[config.mk]
export PLATFORM = sky130hd
export DESIGN_NAME = isq_mem
export DESIGN_NICKNAME = d
export VERILOG_FILES = /design/src/rtl/isq_mem.sv
export SDC_FILE = /design/constraint.sdc
export NUM_CORES = 2
export LEC_CHECK = 0
export BUFFER_PORTS_ARGS = -buffer_cell sky130_fd_sc_hd__clkbuf_2
export CAP_MARGIN = 40
export CELL_PAD_IN_SITES_DETAIL_PLACEMENT = 2
export CELL_PAD_IN_SITES_GLOBAL_PLACEMENT = 2
export CORE_ASPECT_RATIO = 1.5
export CORE_MARGIN = 2
export CORE_UTILIZATION = 55
export DETAILED_ROUTE_END_ITERATION = 10
export HOLD_SLACK_MARGIN = 0.15
export PLACE_DENSITY = 0.92
export SYNTH_ARGS = -nofsm -noshare
export SYNTH_HDL_FRONTEND = slang
export SYNTH_SLANG_ARGS = --single-unit
[constraint.sdc]
create_clock -name clk -period 10.8 [get_ports clk]
set_input_delay 1.62 -clock clk [delete_from_list [all_inputs] [get_ports clk]]
set_output_delay 1.62 -clock clk [all_outputs]
set_load 0.02 [all_outputs]
[src/rtl/isq_mem.sv]
// ----------------------------------------------------------------------------
// isq_mem
// Interval table: one write port, one read port with registered data.
// ----------------------------------------------------------------------------
module isq_mem #(
  parameter int DEPTH = 64,
  parameter int WIDTH = 62
) (
  input  logic                     clk,
  input  logic                     wr_en,
  input  logic [$clog2(DEPTH)-1:0] wr_addr,
  input  logic [WIDTH-1:0]         wr_data,
  input  logic [$clog2(DEPTH)-1:0] rd_addr,
  output logic [WIDTH-1:0]         rd_data
);

  logic [WIDTH-1:0] mem [DEPTH];
  logic [WIDTH-1:0] rd_data_r;

  always_ff @(posedge clk) begin
    if (wr_en) begin
      mem[wr_addr] <= wr_data;
    end
    rd_data_r <= mem[rd_addr];
  end

  assign rd_data = rd_data_r;

endmodule

==> flow_metrics.tcl, run 1 <==
set metrics [dict create \
    synthCells 6650 \
    syn-cell-area_sq_um 152000 \
    status "aborted with a tool error" \
    port_buffers 137 \
    syn_area_per_cell_sq_um 22.8 \
    synth_ff_type "edfxtp_1" \
    synthArstFlopShare 0 \
    place_congestion 0.811 \
    ys_types 49 \
    yosys_warnings 0 \
    synth-edff-count 3968 \
    die_x_um 433 \
    row_count 236 \
    error "Error: detail_place.tcl, 38 bad optional access" \
    initial_core_util 0.552 \
    io_pins 138 \
    synth_fp_nets 6726 \
    lastStage "3_5_place_dp" \
    die_h_um 647 \
    ys_ff_latch 4030 \
    seq_area_frac_synth 0.793 \
]
[metrics by stage]
stage / setup slack [ns] / instances
2_1_floorplan: 3.91 / 6650
3_3_place_gp: 5.15 / 10300
[cells by family after synthesis]
kind of cell / Yosys count / share of synthesized area
buffers and inverters: 385 / 0.0136
DFF: 4030 / 0.793
muxes: 1187 / 0.150
and+or+nand+nor: 376 / 0.0125
AOI/OAI and AO/OA: 672 / 0.0310
[synth_stat cells, types with 14 or more instances]
cell / number / area share
mux2i_1: 234 / 0.015
nor3_1: 31 / 0.0010
o21ai_0: 68 / 0.0022
nor2b_1: 60 / 0.0025
nand2_1: 46 / 0.0011
and3_1: 15 / 0.00062
a22oi_1: 95 / 0.0047
nor2_1: 103 / 0.0025
a22o_1: 32 / 0.0018
mux4_2: 855 / 0.13
a311oi_1: 14 / 0.00081
nand3_1: 49 / 0.0016
a221oi_1: 33 / 0.0019
o22a_1: 18 / 0.0010
mux2_2: 92 / 0.0068
dfxtp_1: 62 / 0.0082
nor4_1: 33 / 0.0014
buf_1: 14 / 0.00035
nand2b_1: 15 / 0.00062
o22ai_1: 241 / 0.0099
clkbuf_1: 137 / 0.0034
a2bb2oi_1: 15 / 0.00087
a21oi_1: 32 / 0.0011
buf_4: 75 / 0.0037
o221ai_1: 64 / 0.0037
buf_2: 136 / 0.0045
buf_6: 21 / 0.0016
edfxtp_1: 3968 / 0.79
a211oi_1: 29 / 0.0014
==> run 2, diff against run 1 <==
==> config.mk (replaced) <==
export PLATFORM = sky130hd
export DESIGN_NAME = isq_mem
export DESIGN_NICKNAME = d
export VERILOG_FILES = /design/src/rtl/isq_mem.sv
export SDC_FILE = /design/constraint.sdc
export NUM_CORES = 2
export LEC_CHECK = 0
export BUFFER_PORTS_ARGS = -buffer_cell sky130_fd_sc_hd__clkbuf_2
export CAP_MARGIN = 40
export CORE_MARGIN = 2
export CORE_UTILIZATION = 40
export DETAILED_ROUTE_END_ITERATION = 10
export PLACE_DENSITY_LB_ADDON = 0.15
export SYNTH_ARGS = -nofsm -noshare
export SYNTH_HDL_FRONTEND = slang
export SYNTH_SLANG_ARGS = --single-unit
==> flow_metrics.tcl, run 2 <==
set metrics [dict create \
    mostFrequentLayoutCells "edfxtp_1 (3968), mux4_2 (855), clkbuf_16 (432), o22ai_1 (241), mux2i_1 (234)" \
    first_pass_iters 6 \
    cts_sinks 4030 \
    switching_share 0.214 \
    maxCapViolCount 0 \
    ctsResizeCount 0 \
    ys_types 49 \
    postRouteAntennaNets 0 \
    ys_ff_latch 4030 \
    top_layer_used "met5" \
    synth_fp_nets 6726 \
    seqPwrFrac 0.526 \
    io_pins 138 \
    cp_cell_sequence "buf_8, buf_12, buf_4, nand2b_4, o22ai_1, o32ai_1, o21ai_1, nor3_1" \
    p_leak_nw 54.6 \
    grt_setup_unrepaired "false" \
    synth_ff_type "edfxtp_1" \
    ir_worst_vdd_mv 0.133 \
    yosys-top-cells-count "edfxtp_1 (3968), mux4_2 (855), o22ai_1 (241)" \
    layout_commonest_cell "edfxtp_1" \
    antenna_found_initial 33 \
    cts_tree "built" \
    skew_ns 0.0435 \
    top_register "mem" \
    multi_input_area_sq_um 29900 \
    seq_area_frac_synth 0.793 \
    largest_reg_flops 3968 \
    cts_max_path_buffers 4 \
    yosys_warnings 0 \
    fp.dieArea_sq_um 384000 \
    grt_pass1_vias 75600 \
    slew_viol_final 0 \
    port_buffers 137 \
    cts-root-buf "clkbuf_16" \
    numCtsBuffers 425 \
    worstSetupStartpoint "rd_addr[2]" \
    layout.nets 7242 \
    seq_area_sq_um 120000 \
    status "complete, no violations" \
    p_switching_mw 7.09 \
    synth-edff-count 3968 \
    syn_area_per_cell_sq_um 22.8 \
    synthArstFlopShare 0 \
    r2r_cells 4 \
    route.met2.wl_um 217000 \
    row_count 226 \
    min_delay_path_depth 4 \
    insertion_delay_ns 0.95 \
    crit_type "primary input to register" \
    grt_max_degree 124 \
    drc_errors 0 \
    hp-start "mem[60][18]" \
    r2r_end "rd_data[49]" \
    cts_setup_buffers 0 \
    coreArea_sq_um 378000 \
    synthCells 6650 \
    crit_fanout 92 \
    grt_pass1_wl_um 612000 \
    cts_max_level 5 \
    slowest_delay_ns 0.79 \
    timing.setup.tns_ns 0 \
    die_x_um 620 \
    hold_path.class "register to register" \
    max_slew_margin 0.271 \
    min_period_over_period 0.434 \
    cp-end-kind "register" \
    fin_hold_ws_ns 0.793 \
    areaGrowthSynthToFinish_pct 15.3 \
    grt_overflow 0 \
    vias 74200 \
    yosysTopAreaCell "edfxtp_1" \
    clk_pin_slew_worst_paths_ns 0.06 \
    cp-start-kind "primary input" \
    required_ns 11.59 \
    die_h_um 620 \
    wl_um 444000 \
    clkPwrFrac 0.426 \
    hpwl_um 249000 \
    initial_core_util 0.401 \
    r2r_slack_ns 8.75 \
    min_period_ns 4.68 \
    syn-cell-area_sq_um 152000 \
    place_congestion 0.754 \
    final_util 0.462 \
    clock.fmax_mhz 214 \
    postCtsHoldBufs 0 \
    p_int_mw 26.0 \
    worstMarginPinSlew_ns 1.09 \
    worstHoldEndpoint "rd_data[18]" \
    nFillCells 31500 \
    avgRoutedWirePerCell_um 35.4 \
    drive_above_1_share 0.281 \
    avgViaCountPerCell 5.91 \
    cp_slowest_cell "nand2b_4" \
    combPwrFrac 0.048 \
    drt_iter0_drc 8953 \
    wl_met1_um 187000 \
    worstPathArrival_ns 5.47 \
    synth_most_common_cell "edfxtp_1" \
    synth.area.top_cells "edfxtp_1 (79%), mux4_2 (13%), mux2i_1 (1.5%)" \
    dr_wl_met3_um 27700 \
    r2r_start "mem[62][49]" \
    grtUsageTotal 0.229 \
    setup_viol 0 \
    yosys.area.top_type_share 0.785 \
    cellPowerDensity_nw_per_um2 189 \
    hold_viol_final 0 \
]
run 2: how the worst max path moves through the flow:
stage	to	slack, ns	depth (start not counted)
after detailed placement	rd_data[44]	5.22	8
after global placement	rd_data[59]	5.19	9
after floorplan	mem[48][0]	3.91	4
after CTS	rd_data[36]	6.25	8
after global routing	rd_data[7]	6.06	8
final	rd_data[7]	6.12	8
run 2: logic make-up after synthesis:
family          Yosys count  synth area share
compound gates          672            0.0310
buf+inv                 385            0.0136
flops                  4030             0.793
mux                    1187             0.150
simple gates            376            0.0125
run 2: area by class of cell:
class,instances,share of cell area
sequential,4030,0.688
multi-input combinational,2235,0.171
clock buffer,567,0.0661
tap,5016,0.0359
timing repair buffer,474,0.0287
clock inverter,213,0.0101
antenna,5,0.0000715
run 2: metrics by stage:
stage | std cells | setup WS [ns] | area (sq um) | total power [mW]
floorplan | 6650 | 3.91 | 152000 | 18.5
CTS | 12500 | 6.25 | 175000 | 33.3
detailed placement | 11800 | 5.22 | 162000 | 19.3
global route | 12500 | 6.06 | 175000 | 34.0
global placement | 11600 | 5.19 | 159000 | 19.3
finish | 12500 | 6.12 | 175000 | 33.0
run 2: worst max-delay path: cells and delay by family:
family | cells | cell delay [ns]
compound gates | 3 | 0.70
buf+inv | 3 | 1.37
simple gates | 2 | 1.32
run 2: power by group through the flow:
stage	clock, mW	combinational (mW)	sequential [mW]
finish	14.1	1.59	17.4
global route	14.9	1.69	17.4
CTS	14.3	1.61	17.4
detailed placement	0	1.61	17.7
global placement	0	1.53	17.7
floorplan	0	0.817	17.7
run 2: layer usage:
| metal | global-route usage | up-vias |
|---|---|---|
| met1 | 0.323 | 41200 |
| met4 | 0.0630 | 10 |
| met3 | 0.0300 | 578 |
| met5 | 0 | - |
| li1 | - | 29600 |
| met2 | 0.377 | 2739 |
Power figures use the tool's default switching activity.
